[src/hw/rtl/vdbs_pkg.sv]
// vdbs_pkg: shared constants and types for the voltage digit blink sequencer.
// No dependencies; imported by every module of the block.
package vdbs_pkg;

	// Serial divider geometry
	localparam int unsigned DIVD_W = 14;   // dividend / quotient width
	localparam int unsigned DIVS_W = 10;   // divisor / remainder width
	localparam int unsigned STEP_W = 4;    // step counter, holds DIVD_W

	// 1023 * 1.1 * 10, full-scale reading in tenths of a volt
	localparam logic [DIVD_W-1:0] FULL_SCALE_X10 = 14'd11253;
	// Largest value the digit widths hold, 255.9 V in tenths
	localparam logic [DIVD_W-1:0] MAX_X10        = 14'd2559;
	localparam logic [DIVS_W-1:0] DECIMAL_BASE   = 10'd10;

	// Reset values
	localparam logic [7:0] POINT_PAUSE_RST = 8'd2;
	localparam logic [7:0] GROUP_WAIT_RST  = 8'd20;
	localparam logic [7:0] VOLTS_RST       = 8'd1;
	localparam logic [3:0] TENTHS_RST      = 4'd0;

	// Item kinds
	localparam logic MODE_TICK = 1'b0;
	localparam logic MODE_ADC  = 1'b1;

	// Config register indexes (paddr[2])
	localparam logic REG_POINT_PAUSE = 1'b0;
	localparam logic REG_GROUP_WAIT  = 1'b1;

	// Commit strobes from the control FSM to the sequencer
	typedef struct packed {
		logic tick;   // advance one display tick
		logic load;   // take new volts / tenths digits
	} seq_ctl_t;

endpackage

[src/hw/rtl/vdbs_div.sv]
// vdbs_div: restoring divider, one quotient bit per cycle.
// Depends on vdbs_pkg.
module vdbs_div
	import vdbs_pkg::*;
(
	input  logic              clk,
	input  logic              arst_n,
	input  logic              start,
	input  logic [DIVD_W-1:0] dividend,
	input  logic [DIVS_W-1:0] divisor,
	output logic              done,
	output logic [DIVD_W-1:0] quotient,
	output logic [DIVS_W-1:0] remainder
);

	logic [DIVD_W-1:0] shift_q;    // dividend bits out at top, quotient bits in at bottom
	logic [DIVS_W-1:0] rem_q;
	logic [DIVS_W-1:0] dvs_q;
	logic [STEP_W-1:0] cnt_q;
	logic              done_q;

	logic [DIVS_W:0]   trial;
	logic              fits;
	logic [DIVS_W:0]   diff;

	assign trial = {rem_q, shift_q[DIVD_W-1]};
	assign fits  = trial >= {1'b0, dvs_q};
	assign diff  = trial - {1'b0, dvs_q};

	always_ff @(posedge clk or negedge arst_n) begin
		if (!arst_n) begin
			cnt_q  <= '0;
			done_q <= 1'b0;
		end else begin
			done_q <= 1'b0;
			if (start) begin
				cnt_q <= STEP_W'(DIVD_W);
			end else if (cnt_q != '0) begin
				cnt_q  <= cnt_q - 1'b1;
				done_q <= (cnt_q == STEP_W'(1));
			end
		end
	end

	always_ff @(posedge clk) begin
		if (start) begin
			shift_q <= dividend;
			rem_q   <= '0;
			dvs_q   <= divisor;
		end else if (cnt_q != '0) begin
			shift_q <= {shift_q[DIVD_W-2:0], fits};
			rem_q   <= fits ? diff[DIVS_W-1:0] : trial[DIVS_W-1:0];
		end
	end

	assign done      = done_q;
	assign quotient  = shift_q;
	assign remainder = rem_q;

endmodule

[src/hw/rtl/vdbs_seq.sv]
// vdbs_seq: four-phase blink sequencer and the held volts / tenths digits.
// Depends on vdbs_pkg.
module vdbs_seq
	import vdbs_pkg::*;
(
	input  logic       clk,
	input  logic       arst_n,
	input  seq_ctl_t   ctl,
	input  logic [7:0] volts_in,
	input  logic [3:0] tenths_in,
	input  logic [7:0] point_pause,
	input  logic [7:0] group_wait,
	output logic       led,
	output logic       conv,
	output logic [7:0] volts,
	output logic [3:0] tenths
);

	localparam logic [1:0] PH_VOLTS  = 2'd0;
	localparam logic [1:0] PH_POINT  = 2'd1;
	localparam logic [1:0] PH_TENTHS = 2'd2;
	localparam logic [1:0] PH_WAIT   = 2'd3;

	logic [1:0] phase_q, phase_d;
	logic [7:0] cnt_q, cnt_d, cnt_m1;
	logic [7:0] volts_q;
	logic [3:0] tenths_q;

	assign cnt_m1 = cnt_q - 8'd1;

	always_comb begin
		phase_d = phase_q;
		cnt_d   = cnt_m1;
		led     = 1'b0;
		conv    = 1'b0;
		unique case (phase_q)
			PH_VOLTS: begin
				led = 1'b1;
				if (cnt_m1 == 8'd0) begin
					phase_d = PH_POINT;
					cnt_d   = point_pause;
				end
			end
			PH_POINT: begin
				if (cnt_m1 == 8'd0) begin
					if (tenths_q == 4'd0) begin
						phase_d = PH_WAIT;
						cnt_d   = group_wait;
					end else begin
						phase_d = PH_TENTHS;
						cnt_d   = {4'd0, tenths_q};
					end
				end
			end
			PH_TENTHS: begin
				led = 1'b1;
				if (cnt_m1 == 8'd0) begin
					phase_d = PH_WAIT;
					cnt_d   = group_wait;
				end
			end
			PH_WAIT: begin
				if (cnt_m1 == 8'd0) begin
					phase_d = PH_VOLTS;
					cnt_d   = volts_q;
				end
				// request checked after a possible reload
				conv = (cnt_d == 8'd1);
			end
			default: ;
		endcase
	end

	always_ff @(posedge clk or negedge arst_n) begin
		if (!arst_n) begin
			phase_q  <= PH_WAIT;
			cnt_q    <= GROUP_WAIT_RST;
			volts_q  <= VOLTS_RST;
			tenths_q <= TENTHS_RST;
		end else begin
			if (ctl.tick) begin
				phase_q <= phase_d;
				cnt_q   <= cnt_d;
			end
			if (ctl.load) begin
				volts_q  <= volts_in;
				tenths_q <= tenths_in;
			end
		end
	end

	assign volts  = volts_q;
	assign tenths = tenths_q;

endmodule

[src/hw/rtl/voltage_digit_blink_sequencer.sv]
// voltage_digit_blink_sequencer: top level; control FSM, APB registers, output beat register.
// Depends on vdbs_pkg, vdbs_div, vdbs_seq.
//
//  channel  | handshake                 | payload
//  ---------+---------------------------+---------------------------------------------
//  input    | in_valid / in_stall       | mode, adc_value
//  output   | out_valid / out_stall     | led_pulse, start_conversion, volts_shown,
//           |                           | tenths_shown, reading_saturated
//  config   | psel/penable/pwrite/pready| paddr[2] selects register, pwdata[7:0]
//
// One item at a time. A tick beat goes from IDLE through WORK into the output register;
// an ADC beat goes through two passes of the shared one-bit divider (11253 / adc, then / 10),
// a digit capture at the end of DIVB and the output load from FIN.
// Reset puts the sequencer in the inter-group wait, counter 20, digits 1.0, registers 2/20.
// in_stall is high while an item is in flight; a result blocked by out_stall holds the
// FSM in WORK or FIN, but once it has moved on a new beat can already be taken.
module voltage_digit_blink_sequencer
	import vdbs_pkg::*;
(
	input  logic        clk,
	input  logic        arst_n,
	// input beats
	input  logic        in_valid,
	output logic        in_stall,
	input  logic        mode,
	input  logic [9:0]  adc_value,
	// output beats
	output logic        out_valid,
	input  logic        out_stall,
	output logic        led_pulse,
	output logic        start_conversion,
	output logic [7:0]  volts_shown,
	output logic [3:0]  tenths_shown,
	output logic        reading_saturated,
	// APB config
	input  logic        psel,
	input  logic        penable,
	input  logic        pwrite,
	input  logic [2:0]  paddr,
	input  logic [31:0] pwdata,
	output logic [31:0] prdata,
	output logic        pready
);

	localparam logic [2:0] ST_IDLE = 3'd0;  // ready for a beat
	localparam logic [2:0] ST_WORK = 3'd1;  // beat held, dispatch on mode
	localparam logic [2:0] ST_DIVA = 3'd2;  // 11253 / adc running
	localparam logic [2:0] ST_DIVB = 3'd3;  // x10 / 10 running
	localparam logic [2:0] ST_FIN  = 3'd4;  // digits ready, wait for output slot

	logic [2:0]  state_q;
	logic        mode_q;
	logic [9:0]  adc_q;
	logic        sat_q;
	logic [7:0]  volts_new_q;
	logic [3:0]  tenths_new_q;
	logic [7:0]  point_pause_q;
	logic [7:0]  group_wait_q;

	logic        out_valid_q;
	logic        led_q, conv_q, satout_q;
	logic [7:0]  volts_out_q;
	logic [3:0]  tenths_out_q;

	logic        accept;
	logic        out_free;
	logic        cfg_wr;

	// divider hookup
	logic              div_start;
	logic [DIVD_W-1:0] div_dividend;
	logic [DIVS_W-1:0] div_divisor;
	logic              div_done;
	logic [DIVD_W-1:0] div_quo;
	logic [DIVS_W-1:0] div_rem;

	// first-pass result checks
	logic              sat_now;
	logic [DIVD_W-1:0] x10;

	// sequencer hookup
	seq_ctl_t    seq_ctl;
	logic        seq_led, seq_conv;
	logic [7:0]  seq_volts;
	logic [3:0]  seq_tenths;

	assign accept   = in_valid & ~in_stall;
	assign in_stall = (state_q != ST_IDLE);
	assign out_free = ~out_valid_q | ~out_stall;
	assign cfg_wr   = psel & penable & pwrite & pready;

	// zero reading or quotient past 255.9 V clamps
	assign sat_now = (adc_q == 10'd0) || (div_quo > MAX_X10);
	assign x10     = sat_now ? MAX_X10 : div_quo;

	always_comb begin
		div_start    = 1'b0;
		div_dividend = FULL_SCALE_X10;
		div_divisor  = adc_q;
		if (state_q == ST_WORK && mode_q == MODE_ADC) begin
			div_start = 1'b1;
		end else if (state_q == ST_DIVA && div_done) begin
			div_start    = 1'b1;
			div_dividend = x10;
			div_divisor  = DECIMAL_BASE;
		end
	end

	// commit strobes: a tick steps the sequencer, an ADC result reloads digits
	always_comb begin
		seq_ctl.tick = (state_q == ST_WORK) && (mode_q == MODE_TICK) && out_free;
		seq_ctl.load = (state_q == ST_FIN) && out_free;
	end

	always_ff @(posedge clk or negedge arst_n) begin
		if (!arst_n) begin
			state_q <= ST_IDLE;
		end else begin
			unique case (state_q)
				ST_IDLE: if (accept) state_q <= ST_WORK;
				ST_WORK: begin
					if (mode_q == MODE_ADC) state_q <= ST_DIVA;
					else if (out_free)      state_q <= ST_IDLE;
				end
				ST_DIVA: if (div_done) state_q <= ST_DIVB;
				ST_DIVB: if (div_done) state_q <= ST_FIN;
				ST_FIN:  if (out_free) state_q <= ST_IDLE;
				default: state_q <= ST_IDLE;
			endcase
		end
	end

	// item and intermediate payload
	always_ff @(posedge clk) begin
		if (accept) begin
			mode_q <= mode;
			adc_q  <= adc_value;
		end
		if (state_q == ST_DIVA && div_done) sat_q <= sat_now;
		if (state_q == ST_DIVB && div_done) begin
			volts_new_q  <= div_quo[7:0];
			tenths_new_q <= div_rem[3:0];
		end
	end

	// config registers
	always_ff @(posedge clk or negedge arst_n) begin
		if (!arst_n) begin
			point_pause_q <= POINT_PAUSE_RST;
			group_wait_q  <= GROUP_WAIT_RST;
		end else if (cfg_wr) begin
			unique case (paddr[2])
				REG_POINT_PAUSE: point_pause_q <= pwdata[7:0];
				REG_GROUP_WAIT:  group_wait_q  <= pwdata[7:0];
				default: ;
			endcase
		end
	end

	assign pready = 1'b1;
	assign prdata = {24'd0, (paddr[2] == REG_GROUP_WAIT) ? group_wait_q : point_pause_q};

	// output beat register
	always_ff @(posedge clk or negedge arst_n) begin
		if (!arst_n) begin
			out_valid_q <= 1'b0;
		end else if (seq_ctl.tick || seq_ctl.load) begin
			out_valid_q <= 1'b1;
		end else if (!out_stall) begin
			out_valid_q <= 1'b0;
		end
	end

	always_ff @(posedge clk) begin
		if (seq_ctl.tick) begin
			led_q        <= seq_led;
			conv_q       <= seq_conv;
			volts_out_q  <= seq_volts;
			tenths_out_q <= seq_tenths;
			satout_q     <= 1'b0;
		end else if (seq_ctl.load) begin
			led_q        <= 1'b0;
			conv_q       <= 1'b0;
			volts_out_q  <= volts_new_q;
			tenths_out_q <= tenths_new_q;
			satout_q     <= sat_q;
		end
	end

	assign out_valid         = out_valid_q;
	assign led_pulse         = led_q;
	assign start_conversion  = conv_q;
	assign volts_shown       = volts_out_q;
	assign tenths_shown      = tenths_out_q;
	assign reading_saturated = satout_q;

	vdbs_div u_div (
		.clk       (clk),
		.arst_n    (arst_n),
		.start     (div_start),
		.dividend  (div_dividend),
		.divisor   (div_divisor),
		.done      (div_done),
		.quotient  (div_quo),
		.remainder (div_rem)
	);

	vdbs_seq u_seq (
		.clk         (clk),
		.arst_n      (arst_n),
		.ctl         (seq_ctl),
		.volts_in    (volts_new_q),
		.tenths_in   (tenths_new_q),
		.point_pause (point_pause_q),
		.group_wait  (group_wait_q),
		.led         (seq_led),
		.conv        (seq_conv),
		.volts       (seq_volts),
		.tenths      (seq_tenths)
	);

endmodule
[config.mk]
export PLATFORM = sky130hd
export DESIGN_NAME = voltage_digit_blink_sequencer
export DESIGN_NICKNAME = d
export VERILOG_FILES = /design/src/hw/rtl/vdbs_pkg.sv /design/src/hw/rtl/vdbs_div.sv /design/src/hw/rtl/vdbs_seq.sv /design/src/hw/rtl/voltage_digit_blink_sequencer.sv
export SDC_FILE = /design/constraint.sdc
export NUM_CORES = 1
export LEC_CHECK = 0
export ABC_AREA = 1
export BUFFER_PORTS_ARGS = -buffer_cell sky130_fd_sc_hd__buf_2
export CAP_MARGIN = 20
export CORE_MARGIN = 5
export CORE_UTILIZATION = 40
export DETAILED_ROUTE_END_ITERATION = 7
export SYNTH_ARGS = -nofsm -noshare
export SYNTH_HDL_FRONTEND = slang
export SYNTH_HIERARCHICAL = 1
export SYNTH_SLANG_ARGS = --single-unit
[constraint.sdc]
create_clock -name clk -period 6 [get_ports clk]
set_input_delay 0.9 -clock clk [delete_from_list [all_inputs] [get_ports clk]]
set_output_delay 0.9 -clock clk [all_outputs]
set_load 0.02 [all_outputs]
; After elaboration in Yosys (flattened, before gate mapping)
; Cells that the tools add are included.
[op_classes]
add_sub_neg = 3
magnitude_cmp = 2
n_eq_ne = 18
n_mux = 45
n_bitwise = 9
n_reduce_logical = 23
[ops]
columns = operator, count
row1 = $mux 8, 9
row2 = $mux 14, 5
row3 = $pmux 8 s4, 1
row4 = $mux 10, 3
row5 = $mux 4, 4
row6 = $mux 3, 5
row7 = $pmux 3 s5, 1
row8 = $gt 14x12->1 const B, 1
row9 = $ne 2x1->1 const B, 7
row10 = $mux 1, 12
row11 = $ge 11x10->1, 1
row12 = $logic_not 10->1, 1
row13 = $sub 10x10->10, 1
row14 = $eq 8x1->1 const B, 1
row15 = $logic_not 8->1, 1
row16 = $mux 2, 4
row17 = $pmux 2 s4, 1
row18 = $sub 8x1->8 const B, 1
row19 = $eq 3x2->1 const B, 2
row20 = $logic_and 1x1->1, 6
row21 = $reduce_and 2->1, 3
row22 = $not 1->1, 5
row23 = $reduce_and 5->1, 1
row24 = $eq 2x2->1 const B, 2
row25 = other kinds (18), 22
[totals]
ff_bits = 120
input_bits = 53
output_inout_bits = 50
elab_cells = 123

; Depth between registers and ports, before layout
; Gate-level depths: netlist of the first run.
[logic_depth]
word_depth = 7
mapped_depth = 16

; Cells and area by module
; Netlist of the first run, hierarchy kept.
[by_module_without_submodules]
columns = module, instances, cells_each, area_per_inst_um2
row1 = voltage_digit_blink_sequencer, 1, 302, 2771.4
row2 = vdbs_div, 1, 294, 2324.7
row3 = vdbs_seq, 1, 252, 1727.9

; Worst setup path before layout of the first run
; No wires, ideal clock.
[synth_path]
kind = in2out
start = input port paddr[2]
end = output port prdata[0]
arrival_time_ps = 1354
path_slack_ps = 3746
cell_stages = 4
path_buffers = 1
cell_sequence = buf_4 inv_2 nand2_1 nand2_1
[synth_via]
elab_chain_len = 1
[synth_lines]
columns = element, line
row1 = start: declaration, voltage_digit_blink_sequencer.sv:39  ; input logic [2:0] paddr,
row2 = $mux 8, voltage_digit_blink_sequencer.sv:161  ; assign prdata = {24'd0, (paddr[2] == REG_GROUP_WAIT) ? group_wait_q : point_pause_q};
row3 = end: declaration, voltage_digit_blink_sequencer.sv:41  ; output logic [31:0] prdata,
; Every way passes these cells.

; Worst setup path in the final report of the first run
[layout_path]
start = register u_seq.cnt_q[1]
end = register conv_q, in the netlist start_conversion, data pin
[layout_via]
elab_chain_len = 7
[layout_lines]
columns = element, line
row1 = start: declaration, vdbs_seq.sv:25  ; logic [7:0] cnt_q, cnt_d, cnt_m1;
row2 = start signal: assignment, vdbs_seq.sv:83  ; cnt_q <= cnt_d;
row3 = $sub 8x1->8 (*), vdbs_seq.sv:29  ; assign cnt_m1 = cnt_q - 8'd1;
row4 = $logic_not 8->1, vdbs_seq.sv:63  ; if (cnt_m1 == 8'd0) begin
row5 = $mux 8 (*), vdbs_seq.sv:63
row6 = $mux 8 (*), vdbs_seq.sv:36  ; unique case (phase_q)
row7 = $eq 8x1->1 (*), vdbs_seq.sv:68  ; conv = (cnt_d == 8'd1);
row8 = $mux 1 (*), vdbs_seq.sv:36
row9 = named net seq_conv, voltage_digit_blink_sequencer.sv:83  ; logic seq_led, seq_conv;
row10 = $mux 1 (*), voltage_digit_blink_sequencer.sv:175  ; if (seq_ctl.tick) begin
row11 = end signal: assignment, voltage_digit_blink_sequencer.sv:177  ; conv_q <= seq_conv;
row12 = end: declaration, voltage_digit_blink_sequencer.sv:61  ; logic led_q, conv_q, satout_q;
; Mark *: on every way through the listed nets, which the timed path passes. The rest lies on a longest branch. The select of a mux whose other input is x is not followed.
; A chain may end at the register's enable or synchronous reset.

==> impl_metrics.toml, run 1 <==
[yosys]
yosys-top-cells-area = "edfxtp_1 27%, nand2_1 16%, dfrtp_1 14%"
syn_inst = 848
synthMostInstantiatedCell = "nand2_1"
synth_top_area_frac = 0.273
synthFlopType = "edfxtp_1"
ys_seq_area_frac = 0.479
synthTopCellsByCount = "294 x nand2_1, 112 x inv_1, 62 x edfxtp_1"
avgSynthCellArea_um2 = 8.05
syn_area_mm2 = 0.00682
synth_edf_count = 62
synth_warnings = 6
yosys_register_bits = 120
synth_top_area_cell = "edfxtp_1"
yosysUniqueCellTypes = 49
async_reset_ff_frac = 0.392

[run]
drv_cap = 0

[timing]
relSlewSlack = 0.331
period_minus_slack_ns = 2.57
tns_ns = 0
hold_slack_ns = 0.475
rsz0062_at_grt = "false"
hold_viol = 0
timing.fmax_mhz = 388
finalCritPeriodShare = 0.429
slew_viol_final = 0
fin_worst_skew_ns = 0.00679
setup_violations = 0
worstMarginPinSlew_ns = 1.00

[pwr]
vdd_drop_max_v = 0.000254
leakagePower_uw = 0.00387
power_density_mw_per_mm2 = 558

[cts]
ctsResizeCount = 0
cts.path.max_buffers = 2
cts.sinks = 120
cts_setup_buffers = 0
htreeDepth = 4
numCtsBuffers = 17
worst_skew_pair.late_latency_ns = 0.42
clk_pin_slew_worst_paths_ns = 0.06
root_buffer = "clkbuf_16"
hold_buffers = 0
cts_tree = "yes"

[floorplan]
std_cell_rows = 47
coreArea_mm2 = 0.0166
start_util = 0.410
die_area_mm2 = 0.0198
ioPinCount = 103
die_w_um = 141
die_height_um = 141

[cells_and_area]
antennaDiodeCount = 0
drive_above_1_share = 0.158
fin_nets = 974
register_area_mm2 = 0.00327
multi_input_area_mm2 = 0.00287
area_delta_synth_final_pct = 14.3
fillers = 1622

[setup_path]
regToRegSetupSlack_ns = 3.43
r2r-end = "start_conversion"
cpMaxStageDelayCell = "dfrtp_1"
max_stage_delay_ns = 0.41
path_common_cell = "nand2_1"
cp_max_fo = 8
reg2reg_from = "u_seq/cnt_q[1]"
crit_path_start_kind = "register"
critPathCaptureType = "register"
critical_path_required_ns = 6.26
arrival_ns = 2.83
path_cells = "inv_1 > ha_1 > xnor2_2 > nand3_1 > nor2_4 > nand3_4 > clkinv_2 > nand2_1 > nand2_1 > nand2_1 > nand3b_1 > nor2_1 > inv_1 > nor2_1"
r2r_cells = 14
startpoint = "u_seq/cnt_q[1]"
crit_type = "reg2reg"

[placed_design]
gp_congestion = 0.880
portBuffers = 51
hpwl_mm = 10.7

[grt]
grt_pass1_wl_mm = 24.5
grt_busiest_layer = "met2"
grt.total_usage = 0.154
gr-total-overflow = 0
grt_use_met1 = 0.201
antenna_found_initial = 0
grt_max_degree = 48
grt.met3_usage = 0.0325
grt_pass1_vias = 4991
use_met2 = 0.254

[detailed_routing]
routed-via-count = 5358
drc_errors = 0
dr.first_iter.drc_count = 327
vias_per_cell = 4.72
wire_per_inst_um = 12.9
ant_nets = 0
firstDrtPassIters = 5
routed_wl_mm = 14.6

[min_path]
hold_end = "u_div/remainder[5]"
hp-start = "u_div/remainder[5]"
hold_path_class = "reg2reg"
hold_path_depth = 2

[outcome]
outcome = "complete, no violations"
-- registers in the layout, indices dropped and copies added (netlist names), 2 cells and up --
signal and count:
adc_q 10, group_wait_q 8, point_pause_q 8, state_q 3, tenths_new_q 4, tenths_shown 4, u_div/cnt_q 4, u_div/dvs_q 10
u_div/quotient 14, u_div/remainder 10, u_seq/cnt_q 8, u_seq/phase_q 2, u_seq/tenths 4, u_seq/volts 8, volts_new_q 8, volts_shown 8
-- report_power, final --
part | internal (uW) | total (uW) | switching [uW]
clock | 696 | 1080 | 381
sequential | 1230 | 1430 | 205
combinational | 615 | 1840 | 1230
total | 2540 | 4350 | 1810
-- worst max path at each step --
| stage | to | slack (ns) |
|---|---|---|
| CTS | start_conversion | 3.43 |
| floorplan | prdata[0] | 3.75 |
| global route | start_conversion | 3.17 |
| finish | start_conversion | 3.43 |
| global placement | u_seq/cnt_q[7] | 3.44 |
| detailed placement | start_conversion | 3.46 |
-- cell families after synthesis --
group,after synthesis,share of synthesized area
flops,120,0.479
other cells,2,0.00110
buf+inv,171,0.113
xor+xnor,5,0.00752
simple gates,444,0.290
mux,5,0.00825
compound gates,82,0.0655
fa+ha+maj,19,0.0359
-- area by class of cell --
| class | instances | area share |
|---|---|---|
| Multi-Input combinational cell | 581 | 0.369 |
| Clock buffer | 17 | 0.0546 |
| Inverter | 129 | 0.0623 |
| Clock inverter | 15 | 0.0255 |
| Tap cell | 220 | 0.0353 |
| Timing Repair Buffer | 53 | 0.0347 |
| Sequential cell | 120 | 0.419 |
-- routing by layer --
metal / vias up / wire length [um]
met5: - / 0
met4: 0 / 233
met3: 17 / 667
met2: 120 / 7090
met1: 2472 / 6600
li1: 2749 / -
-- placed cells by master (no fill, tap or decap), types with 5 or more instances in the layout --
master     instances
a21oi_1           13
buf_2             51
clkbuf_16         17
conb_1            26
dfrtp_1           39
dfstp_2            8
dfxtp_1           11
edfxtp_1          62
ha_1              18
inv_1            112
inv_2             13
mux2_2             5
nand2_1          294
nand2_2            6
nand3_1           46
nand3_4            5
nand4_1           12
nor2_1            54
nor2_2             7
nor2_4             5
o21ai_0           43
o21ai_1           13
-- worst max-delay path, delay by kind of cell (launching register included) --
family,cells,cell delay (ns)
XOR/XNOR,1,0.34
adder cells (fa/ha/maj),1,0.26
buffers and inverters,3,0.25
flip-flops,1,0.41
AND/OR/NAND/NOR,9,1.15
-- stage by stage --
step	instance area, um2	power, uW	util	setup WS (ns)	cells
after floorplan	6910	2880	-	3.75	872
after global placement	7170	3260	0.431	3.44	1103
after detailed placement	7170	3290	0.431	3.46	1103
after CTS	7800	4380	0.469	3.43	1135
after global routing	7800	4730	0.469	3.17	1135
final	7800	4350	0.469	3.43	1135
Power figures use the tool's default switching activity.
==> inputs of run 2 (changes only) <==
==> constraint.sdc (replaced) <==
create_clock -name clk -period 2.3 [get_ports clk]
set_input_delay 0.345 -clock clk [delete_from_list [all_inputs] [get_ports clk]]
set_output_delay 0.345 -clock clk [all_outputs]
set_load 0.02 [all_outputs]
==> run 2 against run 1 <==
- design area increased by 2.0%
- count of clock-buffer cells in the layout unchanged
- non-clock buffer count increased by 23
- core utilization increased by 0.93 points
- maximum frequency increased by 23%
- largest cell class unchanged
==> impl_metrics.toml, run 2 (synthesized netlist as in run 1, its figures left out) <==
[outcome]
outcome = "complete, no violations"

[cts]
cts_tree = "yes"
htreeDepth = 4
root_buffer = "clkbuf_16"
worst_skew_pair.late_latency_ns = 0.42
numCtsBuffers = 17
clk_pin_slew_worst_paths_ns = 0.06
cts.path.max_buffers = 2
cts_setup_buffers = 0
cts.sinks = 120

[timing]
period_minus_slack_ns = 2.09
finalCritPeriodShare = 0.909
relSlewSlack = 0.538
setup_violations = 0
slew_viol_final = 0
worstMarginPinSlew_ns = 0.693
fin_worst_skew_ns = 0.00669
tns_ns = 0
rsz0062_at_grt = "false"
setup_ws_ns = 0.209
timing.fmax_mhz = 478
hold_viol = 0

[placed_design]
dp_slack_ns = 0.145
portBuffers = 51
gp_congestion = 0.895
hpwl_mm = 11.0

[pwr]
leakagePower_uw = 0.00397
p_comb_frac = 0.443
clkPwrFrac = 0.232
vdd_drop_max_v = 0.000713
power_frac_seq = 0.325
power_density_mw_per_mm2 = 1440
p_sw_uw = 4850
p_int_uw = 6640
p_sw_frac = 0.422

[run]
drv_cap = 0

[cells_and_area]
largest_reg_flops = 14
final_cell_mix = "293 x nand2_1, 112 x inv_1, 62 x edfxtp_1"
area_delta_synth_final_pct = 16.5
fillers = 1660
mostFrequentLayoutCell = "nand2_1"
drive_above_1_share = 0.181
multi_input_area_mm2 = 0.00288
register_area_mm2 = 0.00327
antennaDiodeCount = 0
fin_nets = 997

[grt]
grt_pass1_vias = 5094
grt_pass1_wl_mm = 25.3
grt_max_degree = 23
gr-total-overflow = 0
grt.total_usage = 0.159
antenna_found_initial = 0

[detailed_routing]
wire_per_inst_um = 13.0
routed_wl_mm = 15.0
firstDrtPassIters = 5
dr.first_iter.drc_count = 390
routed-via-count = 5374
vias_per_cell = 4.64
drc_errors = 0
ant_nets = 0

[floorplan]
coreArea_mm2 = 0.0166
std_cell_rows = 47
start_util = 0.410
die_height_um = 141
die_w_um = 141
die_area_mm2 = 0.0198
ioPinCount = 103

[setup_path]
crit_path_start_kind = "register"
critPathCaptureType = "register"
crit_type = "reg2reg"
cp_max_fo = 8
arrival_ns = 2.37
critical_path_required_ns = 2.58

[min_path]
hold_path_class = "in2reg"
## run 2: cell types whose count changed in the layout (fill, tap and decap cells not counted), sizes merged
cell / before / now
buf: 53 / 75
bufinv: 4 / 2
inv: 128 / 130
clkinv: 11 / 10
clkinvlp: 1 / 2
dlygate4sd3: 0 / 1
## run 2: path summary, 6_finish.rpt
path / startpoint / end / slack [ns] / cells past startpoint
min: adc_value[8] / adc_q[8] / 0.1 / 1
min reg2reg: u_div/quotient[5] / volts_new_q[5] / 0.48 / 0
max in group asynchronous: arst_n / u_seq/cnt_q[2] / 1.17 / 3
min in group asynchronous: arst_n / point_pause_q[5] / 0.44 / 2
max: u_seq/cnt_q[1] / start_conversion / 0.21 / 14
max reg2reg: u_seq/cnt_q[1] / start_conversion / 0.21 / 14
## run 2: repair_timing
action                                  4_1_cts  5_1_grt
endpoints found under the hold margin        14        0
hold buffers                                  1        0
endpoints found under the setup margin        0        2
resized for setup                             0        3
## run 2: area by class of cell
class                      count  area share
clock buffer                  17      0.0535
timing repair buffer          76      0.0560
clock inverter                15      0.0212
sequential                   120       0.411
multi-input combinational    581       0.363
tap                          220      0.0346
inverter                     129      0.0610
## run 2: power groups by stage
stage	Clock (uW)	Sequential (uW)	Combinational [uW]
6_report	2670	3730	5090
2_1_floorplan	0	3710	3800
4_1_cts	2730	3740	5090
3_3_place_gp	0	3760	5010
5_1_grt	2850	3830	5830
3_5_place_dp	0	3770	5060
## run 2: per-stage QoR
stage	cell area (um2)	utilization	instances	hold slack (ns)	power [uW]
detailed placement	7340	0.441	1125	0.340	8830
global placement	7340	0.441	1125	0.342	8760
CTS	7940	0.477	1158	0.0795	11600
finish	7950	0.478	1158	0.0984	11500
global route	7950	0.478	1158	0.0746	12500
floorplan	6910	-	872	0.0494	7500
## run 2: layer usage
layer  track usage  routed length (um)  up-vias
met5             0                   0        -
met4        0.0474                 248        0
met3        0.0403                 639       18
met2         0.254                7200      104
met1         0.214                6940     2452
li1              -                   -     2800
## run 2: worst max-delay path: stages (launching register included)
cell	delay, ns
dfrtp_1	0.37
inv_1	0.08
ha_2	0.24
xnor2_2	0.13
nand3_1	0.15
nor2_4	0.20
nand3_4	0.16
clkinv_2	0.08
nand2_1	0.04
nand2_1	0.05
nand2_1	0.06
nand3b_1	0.17
nor2_1	0.09
inv_1	0.05
nor2_1	0.09
